===== src/hdl/fibonacci_matrix_power_assert.svh =====
// ----------------------------------------------------------------------------
// fibonacci_matrix_power_assert.svh
// assertion macros shared by the fibonacci matrix power rtl
// ----------------------------------------------------------------------------
`ifndef FIBONACCI_MATRIX_POWER_ASSERT_SVH
`define FIBONACCI_MATRIX_POWER_ASSERT_SVH

`ifndef NO_ASSERTIONS

// same-cycle implication, sampled on clock, off during reset
`define FMP_ASSERT_IMPL(label, ante, cons) \
   label: assert property (@(posedge clock) disable iff (reset) (ante) |-> (cons)) \
      else $error("fmp assertion failed");

// next-cycle implication, sampled on clock, off during reset
`define FMP_ASSERT_NEXT(label, ante, cons) \
   label: assert property (@(posedge clock) disable iff (reset) (ante) |=> (cons)) \
      else $error("fmp assertion failed");

`else

`define FMP_ASSERT_IMPL(label, ante, cons)
`define FMP_ASSERT_NEXT(label, ante, cons)

`endif

`endif


===== src/hdl/fmp_pkg.sv =====
// ----------------------------------------------------------------------------
// fmp_pkg
// types and constants shared by the fibonacci matrix power block
// ----------------------------------------------------------------------------
package fmp_pkg;

   localparam int INDEX_BITS_DEFAULT = 7;
   localparam int FIB_WIDTH          = 64;
   localparam int HALF_WIDTH         = FIB_WIDTH / 2;

   // largest index whose fibonacci number fits in 64 bits
   localparam logic [31:0] LAST_EXACT_INDEX = 32'd93;

   typedef enum logic [2:0] {
      ST_IDLE,
      ST_SCAN,
      ST_MUL,
      ST_DRAIN,
      ST_COMBINE,
      ST_STEPQ,
      ST_DONE
   } fmp_state_type;

   // partial products of one doubling step on (a, b) = (F(k), F(k+1))
   typedef enum logic [2:0] {
      MOP_AA_LL,
      MOP_AA_HL,
      MOP_BB_LL,
      MOP_BB_HL,
      MOP_AB_LL,
      MOP_AB_HL,
      MOP_AB_LH
   } mul_op_type;

   typedef struct packed {
      logic       load;
      logic       shift;
      logic       mul_en;
      mul_op_type mul_op;
      logic       combine;
      logic       step_q;
      logic       emit;
   } fmp_cmd_type;

   typedef struct packed {
      logic e_msb;
   } fmp_status_type;

endpackage


===== src/hdl/fmp_if.sv =====
// ----------------------------------------------------------------------------
// fmp_if
// valid/ready channels for the index requests and the fibonacci responses
// ----------------------------------------------------------------------------
interface fmp_req_if #(
   parameter int INDEX_BITS = fmp_pkg::INDEX_BITS_DEFAULT
);
   logic                  valid;
   logic                  ready;
   logic [INDEX_BITS-1:0] index;

   modport source (output valid, output index, input ready);
   modport sink   (input valid, input index, output ready);
endinterface

interface fmp_rsp_if;
   logic                           valid;
   logic                           ready;
   logic [fmp_pkg::FIB_WIDTH-1:0]  fib_value;
   logic                           overflow;

   modport source (output valid, output fib_value, output overflow, input ready);
   modport sink   (input valid, input fib_value, input overflow, output ready);
endinterface


===== src/hdl/fmp_datapath.sv =====
// ----------------------------------------------------------------------------
// fmp_datapath
// fibonacci pair registers, shared 32x32 multiplier and result register
// ----------------------------------------------------------------------------
module fmp_datapath #(
   parameter int INDEX_BITS = fmp_pkg::INDEX_BITS_DEFAULT
) (
   input  logic                           clock,
   input  logic                           reset,
   input  logic [INDEX_BITS-1:0]          index,
   input  fmp_pkg::fmp_cmd_type           cmd,
   output fmp_pkg::fmp_status_type        status,
   output logic [fmp_pkg::FIB_WIDTH-1:0]  fib_value,
   output logic                           overflow
);
   import fmp_pkg::*;

   // pair (a, b) = (F(k), F(k+1)) and the three square/cross products
   logic [FIB_WIDTH-1:0]  a_ff, a_in, b_ff, b_in;
   logic [FIB_WIDTH-1:0]  sqa_ff, sqa_in, sqb_ff, sqb_in, ab_ff, ab_in;
   logic [FIB_WIDTH-1:0]  prod_ff, prod_in;
   mul_op_type            pop_ff;
   logic                  pvalid_ff;
   logic [INDEX_BITS-1:0] e_ff, e_in;
   logic                  zero_ff, ovf_ff;
   logic [FIB_WIDTH-1:0]  fib_ff;
   logic                  ovf_out_ff;
   logic [HALF_WIDTH-1:0] mul_x, mul_y;
   logic [FIB_WIDTH-1:0]  dbl_a, dbl_b;

   // operand select for the shared multiplier
   always_comb begin
      unique case (cmd.mul_op)
         MOP_AA_LL: begin
            mul_x = a_ff[HALF_WIDTH-1:0];
            mul_y = a_ff[HALF_WIDTH-1:0];
         end
         MOP_AA_HL: begin
            mul_x = a_ff[FIB_WIDTH-1:HALF_WIDTH];
            mul_y = a_ff[HALF_WIDTH-1:0];
         end
         MOP_BB_LL: begin
            mul_x = b_ff[HALF_WIDTH-1:0];
            mul_y = b_ff[HALF_WIDTH-1:0];
         end
         MOP_BB_HL: begin
            mul_x = b_ff[FIB_WIDTH-1:HALF_WIDTH];
            mul_y = b_ff[HALF_WIDTH-1:0];
         end
         MOP_AB_LL: begin
            mul_x = a_ff[HALF_WIDTH-1:0];
            mul_y = b_ff[HALF_WIDTH-1:0];
         end
         MOP_AB_HL: begin
            mul_x = a_ff[FIB_WIDTH-1:HALF_WIDTH];
            mul_y = b_ff[HALF_WIDTH-1:0];
         end
         MOP_AB_LH: begin
            mul_x = a_ff[HALF_WIDTH-1:0];
            mul_y = b_ff[FIB_WIDTH-1:HALF_WIDTH];
         end
         default: begin
            mul_x = '0;
            mul_y = '0;
         end
      endcase
   end

   assign prod_in = mul_x * mul_y;

   // fold the registered partial product into its accumulator
   always_comb begin
      sqa_in = sqa_ff;
      sqb_in = sqb_ff;
      ab_in  = ab_ff;
      if (pvalid_ff) begin
         unique case (pop_ff)
            MOP_AA_LL: sqa_in = prod_ff;
            MOP_AA_HL: sqa_in = sqa_ff + {prod_ff[HALF_WIDTH-2:0], {(HALF_WIDTH+1){1'b0}}};
            MOP_BB_LL: sqb_in = prod_ff;
            MOP_BB_HL: sqb_in = sqb_ff + {prod_ff[HALF_WIDTH-2:0], {(HALF_WIDTH+1){1'b0}}};
            MOP_AB_LL: ab_in  = prod_ff;
            MOP_AB_HL: ab_in  = ab_ff + {prod_ff[HALF_WIDTH-1:0], {HALF_WIDTH{1'b0}}};
            MOP_AB_LH: ab_in  = ab_ff + {prod_ff[HALF_WIDTH-1:0], {HALF_WIDTH{1'b0}}};
            default:   ab_in  = ab_ff;
         endcase
      end
   end

   // doubling: F(2k) = 2 F(k) F(k+1) - F(k)^2, F(2k+1) = F(k)^2 + F(k+1)^2
   assign dbl_a = {ab_ff[FIB_WIDTH-2:0], 1'b0} - sqa_ff;
   assign dbl_b = sqa_ff + sqb_ff;

   // pair update and exponent shift
   always_comb begin
      a_in = a_ff;
      b_in = b_ff;
      e_in = e_ff;
      if (cmd.load) begin
         a_in = '0;
         b_in = FIB_WIDTH'(1);
         e_in = (index == '0) ? '0 : index - {{(INDEX_BITS-1){1'b0}}, 1'b1};
      end else begin
         if (cmd.combine) begin
            a_in = dbl_a;
            b_in = dbl_b;
         end else if (cmd.step_q) begin
            a_in = b_ff;
            b_in = a_ff + b_ff;
         end
         if (cmd.shift) begin
            e_in = {e_ff[INDEX_BITS-2:0], 1'b0};
         end
      end
   end

   // control register of the multiplier pipe
   always_ff @(posedge clock) begin
      if (reset) begin
         pvalid_ff <= 1'b0;
      end else begin
         pvalid_ff <= cmd.mul_en;
      end
   end

   // payload registers
   always_ff @(posedge clock) begin
      a_ff    <= a_in;
      b_ff    <= b_in;
      e_ff    <= e_in;
      sqa_ff  <= sqa_in;
      sqb_ff  <= sqb_in;
      ab_ff   <= ab_in;
      prod_ff <= prod_in;
      pop_ff  <= cmd.mul_op;
      if (cmd.load) begin
         zero_ff <= (index == '0);
         ovf_ff  <= (32'(index) > LAST_EXACT_INDEX);
      end
      if (cmd.emit) begin
         fib_ff     <= zero_ff ? '0 : b_ff;
         ovf_out_ff <= ovf_ff;
      end
   end

   assign status.e_msb = e_ff[INDEX_BITS-1];
   assign fib_value    = fib_ff;
   assign overflow     = ovf_out_ff;

endmodule


===== src/hdl/fmp_controller.sv =====
// ----------------------------------------------------------------------------
// fmp_controller
// sequencer over the exponent bits and the multiplier partial products
// ----------------------------------------------------------------------------
`include "fibonacci_matrix_power_assert.svh"

module fmp_controller #(
   parameter int INDEX_BITS = fmp_pkg::INDEX_BITS_DEFAULT
) (
   input  logic                     clock,
   input  logic                     reset,
   input  logic                     req_valid,
   output logic                     req_ready,
   output logic                     rsp_valid,
   input  logic                     rsp_ready,
   input  fmp_pkg::fmp_status_type  status,
   output fmp_pkg::fmp_cmd_type     cmd
);
   import fmp_pkg::*;

   localparam int CntBits = (INDEX_BITS > 1) ? $clog2(INDEX_BITS) : 1;
   localparam logic [CntBits-1:0] CntLast = CntBits'(INDEX_BITS - 1);

   fmp_state_type      state_ff, state_in;
   logic [CntBits-1:0] cnt_ff, cnt_in;
   logic               started_ff, started_in;
   mul_op_type         op_ff, op_in;
   logic               rsp_valid_ff, rsp_valid_in;

   // state register
   always_ff @(posedge clock) begin
      if (reset) begin
         state_ff     <= ST_IDLE;
         cnt_ff       <= '0;
         started_ff   <= 1'b0;
         op_ff        <= MOP_AA_LL;
         rsp_valid_ff <= 1'b0;
      end else begin
         state_ff     <= state_in;
         cnt_ff       <= cnt_in;
         started_ff   <= started_in;
         op_ff        <= op_in;
         rsp_valid_ff <= rsp_valid_in;
      end
   end

   // next state and commands
   always_comb begin
      state_in    = state_ff;
      cnt_in      = cnt_ff;
      started_in  = started_ff;
      op_in       = op_ff;
      req_ready   = 1'b0;
      cmd         = '0;
      cmd.mul_op  = op_ff;
      unique case (state_ff)
         ST_IDLE: begin
            req_ready = 1'b1;
            if (req_valid) begin
               cmd.load   = 1'b1;
               cnt_in     = CntLast;
               started_in = 1'b0;
               state_in   = ST_SCAN;
            end
         end
         ST_SCAN: begin
            // leading zero bits leave the identity pair untouched
            if (!started_ff && !status.e_msb) begin
               cmd.shift = 1'b1;
               if (cnt_ff == '0) begin
                  state_in = ST_DONE;
               end else begin
                  cnt_in   = cnt_ff - CntBits'(1);
                  state_in = ST_SCAN;
               end
            end else begin
               started_in = 1'b1;
               op_in      = MOP_AA_LL;
               state_in   = ST_MUL;
            end
         end
         ST_MUL: begin
            cmd.mul_en = 1'b1;
            if (op_ff == MOP_AB_LH) begin
               state_in = ST_DRAIN;
            end else begin
               op_in = mul_op_type'(3'(op_ff + 3'd1));
            end
         end
         ST_DRAIN: begin
            state_in = ST_COMBINE;
         end
         ST_COMBINE: begin
            cmd.combine = 1'b1;
            if (status.e_msb) begin
               state_in = ST_STEPQ;
            end else begin
               cmd.shift = 1'b1;
               if (cnt_ff == '0) begin
                  state_in = ST_DONE;
               end else begin
                  cnt_in   = cnt_ff - CntBits'(1);
                  state_in = ST_SCAN;
               end
            end
         end
         ST_STEPQ: begin
            cmd.step_q = 1'b1;
            cmd.shift  = 1'b1;
            if (cnt_ff == '0) begin
               state_in = ST_DONE;
            end else begin
               cnt_in   = cnt_ff - CntBits'(1);
               state_in = ST_SCAN;
            end
         end
         ST_DONE: begin
            if (!rsp_valid_ff || rsp_ready) begin
               cmd.emit = 1'b1;
               state_in = ST_IDLE;
            end
         end
         default: begin
            state_in = ST_IDLE;
         end
      endcase
   end

   // response beat valid
   always_comb begin
      if (cmd.emit) begin
         rsp_valid_in = 1'b1;
      end else if (rsp_ready) begin
         rsp_valid_in = 1'b0;
      end else begin
         rsp_valid_in = rsp_valid_ff;
      end
   end

   assign rsp_valid = rsp_valid_ff;

   `FMP_ASSERT_IMPL(a_combine_after_drain, state_ff == ST_COMBINE, $past(state_ff) == ST_DRAIN)
   `FMP_ASSERT_NEXT(a_emit_shows_result, cmd.emit, rsp_valid_ff)
   `FMP_ASSERT_NEXT(a_done_holds_on_stall, state_ff == ST_DONE && rsp_valid_ff && !rsp_ready, state_ff == ST_DONE)
   `FMP_ASSERT_IMPL(a_mul_only_after_start, state_ff == ST_MUL, started_ff)

endmodule


===== src/hdl/fibonacci_matrix_power.sv =====
// ----------------------------------------------------------------------------
// fibonacci_matrix_power
// fibonacci number of an index by doubling of the fibonacci matrix power
// ----------------------------------------------------------------------------
// usage:
//   req carries one index per beat, rsp one fib_value and overflow per beat;
//   both are valid/ready, a beat moves when valid and ready are high together.
//   overflow is set for indices above 93, fib_value then wraps modulo 2^64.
// sequencing:
//   one index is in the sequencer at a time. a leading zero bit of index-1
//   only shifts the exponent; each bit from the leading one down runs the
//   single 32x32 multiplier through seven partial products for F(k)^2,
//   F(k+1)^2 and F(k)F(k+1), then a drain and a combine step, and a set bit
//   adds a step to (F(k+1), F(k)+F(k+1)). the sequencer is back in idle,
//   ready for the next request, when rsp valid rises.
// reset:
//   synchronous; returns the sequencer to idle and drops rsp valid.
// stall:
//   the result register holds while rsp is stalled; a new request is taken
//   meanwhile, and its result waits in the sequencer until the register frees.
// ----------------------------------------------------------------------------
module fibonacci_matrix_power #(
   parameter int INDEX_BITS = fmp_pkg::INDEX_BITS_DEFAULT
) (
   input logic   clock,
   input logic   reset,
   fmp_req_if.sink   req,
   fmp_rsp_if.source rsp
);
   import fmp_pkg::*;

   fmp_cmd_type    cmd;
   fmp_status_type status;

   fmp_controller #(
      .INDEX_BITS (INDEX_BITS)
   ) u_controller (
      .clock     (clock),
      .reset     (reset),
      .req_valid (req.valid),
      .req_ready (req.ready),
      .rsp_valid (rsp.valid),
      .rsp_ready (rsp.ready),
      .status    (status),
      .cmd       (cmd)
   );

   fmp_datapath #(
      .INDEX_BITS (INDEX_BITS)
   ) u_datapath (
      .clock     (clock),
      .reset     (reset),
      .index     (req.index),
      .cmd       (cmd),
      .status    (status),
      .fib_value (rsp.fib_value),
      .overflow  (rsp.overflow)
   );

endmodule

===== src/flat_wrapper.sv =====
// flat-port wrapper written by rule: the top's interface ports become plain ports
module fibonacci_matrix_power_flat import fmp_pkg::*;
#(
   parameter int INDEX_BITS = fmp_pkg::INDEX_BITS_DEFAULT
)
  (clock, reset, req_valid, req_index, req_ready, rsp_valid, rsp_fib_value, rsp_overflow, rsp_ready);
  fmp_req_if #(.INDEX_BITS(INDEX_BITS)) req_i ();
  fmp_rsp_if rsp_i ();
  input logic clock;
  input logic reset;
  input wire logic [$bits(req_i.valid)-1:0] req_valid;
  input wire logic [$bits(req_i.index)-1:0] req_index;
  output wire logic [$bits(req_i.ready)-1:0] req_ready;
  output wire logic [$bits(rsp_i.valid)-1:0] rsp_valid;
  output wire logic [$bits(rsp_i.fib_value)-1:0] rsp_fib_value;
  output wire logic [$bits(rsp_i.overflow)-1:0] rsp_overflow;
  input wire logic [$bits(rsp_i.ready)-1:0] rsp_ready;
  assign req_i.valid = req_valid;
  assign req_i.index = req_index;
  assign req_ready = req_i.ready;
  assign rsp_valid = rsp_i.valid;
  assign rsp_fib_value = rsp_i.fib_value;
  assign rsp_overflow = rsp_i.overflow;
  assign rsp_i.ready = rsp_ready;
  fibonacci_matrix_power #(.INDEX_BITS(INDEX_BITS)) u_core (.clock(clock), .reset(reset), .req(req_i), .rsp(rsp_i));
endmodule

===== config.mk =====
export PLATFORM = sky130hd
export DESIGN_NAME = fibonacci_matrix_power_flat
export DESIGN_NICKNAME = d
export VERILOG_FILES = /design/src/hdl/fmp_pkg.sv /design/src/hdl/fmp_if.sv /design/src/hdl/fmp_datapath.sv /design/src/hdl/fmp_controller.sv /design/src/hdl/fibonacci_matrix_power.sv /design/src/flat_wrapper.sv
export VERILOG_INCLUDE_DIRS = /design/src /design/src/hdl
export SDC_FILE = /design/constraint.sdc
export NUM_CORES = 2
export LEC_CHECK = 0
export BUFFER_PORTS_ARGS = -buffer_cell sky130_fd_sc_hd__buf_4
export CORE_UTILIZATION = 37
export DETAILED_ROUTE_END_ITERATION = 8
export GPL_ROUTABILITY_DRIVEN = 0
export HOLD_SLACK_MARGIN = 0.12
export PLACE_DENSITY_LB_ADDON = 0.08
export SLEW_MARGIN = 20
export SYNTH_ARGS = -nofsm -noshare
export SYNTH_HDL_FRONTEND = slang
export SYNTH_HIERARCHICAL = 1
export SYNTH_SLANG_ARGS = --single-unit
export TNS_END_PERCENT = 50

===== constraint.sdc =====
create_clock -name clock -period 10.5 [get_ports clock]
set_input_delay 2.1 -clock clock [delete_from_list [all_inputs] [get_ports clock]]
set_output_delay 2.1 -clock clock [all_outputs]
set_load 0.05 [all_outputs]

==> reports/qor.txt <==
status - finished clean
dpl hpwl - 222.5 mm
Netlist cell types - 93
Final ANT Viol Nets - 0
Syn Std Cell Area - 66580 sq um
Slowest-stage cell, CP - and2_1
XOR/XNOR Fraction of Synth Area - 3.986%
CTS tree - done
largest net degree at the start of global routing - 124
Top FF cell, synth - edfxtp_1
initial antenna violation count - 29
YS warnings - 6
clock sink total - 472
Post-layout nets - 9092
Comb power frac - 64.3%
detailed-route via count - 56.09k
maximum vdd drop - 0.0001679 V
CP dominant cell by count - fa_1
WL final - 270.6 mm
Post-Synth Adder-Cell Area - 37.40%
CP Capture Type - register
clk root buf - clkbuf_16
Post-synth EDFFs - 265
starting DRC count in detailed routing - 5150
Worst setup SP type - register
post-CTS setup buffers - 0
Site Rows - 155
fin crit share - 97.56%
worst-margin pin slew - 1.167 ns
setup tns final - 0 ns
Core ar. - 178600 sq um
multiplexer share of the synthesized area - 1.017%
Seq/Total Area, Yosys - 18.18%
worst-path maximum fanout - 21
Final Setup Violations - 0
CP top delay family - adder cells
Worst-Skew Late Latency - 0.71 ns
Synthesized Nets - 9171
die outline height - 426.2 um
Post-Synthesis Mean Instance Area - 8.634 sq um
first-pass GRT wire length - 392.1 mm
max cap viols - 0
Initial Util - 37.28%
Synth Area in Compound Gates - 14.17%
Hold Vio Cnt, Final - 0
Placement Setup Slack - 0.5199 ns
Die Width - 426.2 um
Net Sw Frac - 55.36%
RSZ-0062 raised after global routing - no
total CTS buffers - 66
Buf/Inv on CP - 7
R2R cell count - 31
Simple-Gate Fraction of Synth Area - 17.16%
largest family of logic cells by synthesized area - adder cells
Crit Path Class - reg -> reg
number of global-route vias before repair - 56.16k
minimum clock period - 10.24 ns
DRC Markers - 0
Yosys reg bits - 472
CTS clock-pin slew for the worst setup and hold paths - 0.06 ns
Post-synth ARST share - 0%
Clk pwr share - 15.1%
Min-Delay Path Class - reg -> reg
hold depth - 0
clock skew - 0.06174 ns
pwr/cell area - 225.1 nW/um^2
Leakage - 32.96 nW
die area - 181600 sq um
slowest stage delay, CP - 0.67 ns
PortBufs - 77
vias per cell - 5.580
sequential share of power - 20.6%
Cells after Synth - 7711
1st-pass router iterations - 6
I/O pin count - 78
Max Slew Vio Count - 0
Power Internal - 0.007283 W
number of H-tree levels - 3
Sw Pwr - 0.009031 W
Total GRT Usage - 29.85%
share of layout cells above drive strength 1 - 5.790%
Crit. path cell count - 31
CTS max path bufs - 3
DR WL/cell - 26.92 um
Rel. slew slack - 21.39%
max frequency - 0.09762 GHz
synthesis-to-finish area growth - 8.844%
Arrival @ worst endpoint - 10.83 ns
Req. time, crit path - 11.09 ns
setup ws final - 0.2564 ns
gr ovfl total - 0
cell families after synthesis:
logic type               count (synthesis)
adder cells (fa/ha/maj)               1449
buffers and inverters                 1431
AO/OA/AOI/OAI                         1462
multiplexers                            66
AND/OR/NAND/NOR                       2528
XOR/XNOR                               303
flip-flops                             472
worst reg2reg max path, delay by kind of cell (launching register included):
kind / cells / cell delay [ns]
adder cells (fa/ha/maj): 9 / 4.44
AO/OA/AOI/OAI: 10 / 2.55
buffers and inverters: 7 / 1.07
AND/OR/NAND/NOR: 3 / 1.02
flip-flops: 1 / 0.61
XOR/XNOR: 2 / 0.44
Yosys cell counts, types with 26 or more instances:
library cell,instances,share of area (%)
mux2i_1,53,0.80
nand4_1,123,1.2
o21bai_1,65,0.73
a21oi_1,400,3.0
nand2b_1,66,0.62
a21o_1,213,2.4
inv_1,1024,5.8
and3_1,33,0.31
clkbuf_1,369,2.1
xor2_1,135,1.8
and4_1,41,0.54
o21ai_0,285,2.1
edfxtp_1,265,12
a22oi_1,30,0.34
nor2b_1,147,1.4
nand3_1,71,0.53
and2_1,138,1.3
dfxtp_1,207,6.2
nand2_1,933,5.3
ha_1,547,10
buf_1,32,0.18
o22ai_1,26,0.24
nor2_1,821,4.6
o21a_1,37,0.42
a31oi_1,50,0.47
fa_1,902,27
a211oi_1,154,1.7
nor3_1,66,0.50
xnor2_1,168,2.2
worst paths after layout:
kind | to | slack [ns] | startpoint
hold reg to reg | u_core/u_datapath/pop_ff[0] | 0.42 | u_core/u_controller/op_ff[0]
hold / removal | u_core/u_datapath/pop_ff[0] | 0.42 | u_core/u_controller/op_ff[0]
setup reg to reg | u_core/u_datapath/prod_ff[62] | 0.26 | u_core/u_controller/op_ff[1]
setup / recovery | u_core/u_datapath/prod_ff[62] | 0.26 | u_core/u_controller/op_ff[1]
power by group through the flow:
stage,sequential [W],combinational [W],clock (W)
after CTS,0.00333,0.0104,0.00252
final,0.00336,0.0105,0.00247
after global placement,0.00338,0.0103,0
after detailed placement,0.00336,0.0104,0
after global routing,0.00334,0.0113,0.00258
after floorplan,0.00275,0.00639,0
flip-flops by register name (all words and copies together) (netlist names), 3 cells and up:
register	cells
u_core/u_datapath/sqb_ff	64
u_core/u_datapath/e_ff	7
u_core/u_datapath/b_ff	64
u_core/u_controller/cnt_ff	3
u_core/u_datapath/sqa_ff	64
u_core/u_datapath/ab_ff	63
u_core/u_datapath/prod_ff	64
u_core/u_controller/state_ff	3
u_core/u_datapath/pop_ff	3
u_core/u_controller/op_ff	3
u_core/u_datapath/a_ff	64
u_core/u_datapath/fib_value	64
timing repair:
item | 4_1_cts | 5_1_grt
endpoints found under the setup margin | 0 | 2
gates resized for setup | 0 | 7
hold buffers | 0 | 0
layout make-up:
type | instances | area, sq um
repair buffers | 259 | 2007
clock buffers | 83 | 1821
well taps | 2355 | 2947
multi-input cells | 5808 | 49190
flip-flops and latches | 472 | 12100
inverters | 1025 | 3847
diodes | 11 | 27.53
clock inverters | 39 | 529.3
fillers | 18179 | 106100
cell usage in the layout, fill, tap and decap left out, types with 15 or more instances in the layout:
cell type  instances
inv_1           1023
nand2_1          929
fa_1             902
nor2_1           819
ha_1             547
a21oi_1          398
o21ai_0          285
edfxtp_1         265
buf_4            254
a21o_1           213
dfxtp_1          207
xnor2_1          168
a211oi_1         154
nor2b_1          145
xor2_1           134
and2_1           133
nand4_1          123
nand3_1           71
clkbuf_16         70
nand2b_1          66
nor3_1            65
o21bai_1          65
mux2i_1           53
a31oi_1           50
and4_1            37
o21a_1            37
a22oi_1           30
and3_1            30
o22ai_1           26
or3_1             20
o31ai_1           20
o211ai_1          17
a211o_1           15
nor3b_1           15
stage by stage:
stage / total power, W / utilization, % / hold slack, ns / area [sq um] / cells
floorplan: 0.009139 / - / 0.4003 / 66580 / 7711
global placement: 0.01372 / 39.23 / 0.4083 / 70080 / 9919
detailed placement: 0.01372 / 39.24 / 0.4189 / 70080 / 9919
CTS: 0.01628 / 40.55 / 0.4316 / 72430 / 10041
global route: 0.01723 / 40.56 / 0.4403 / 72440 / 10042
finish: 0.01631 / 40.57 / 0.4247 / 72470 / 10052
routing by layer:
| layer | global-route usage (%) | wire [um] | up-vias |
|---|---|---|---|
| li1 | - | - | 25306 |
| met1 | 38.30 | 111600 | 28251 |
| met2 | 47.88 | 123400 | 2042 |
| met3 | 5.395 | 19220 | 485 |
| met4 | 15.58 | 16320 | 4 |
| met5 | 0 | 23 | - |
(Power assumes the default switching activity.)
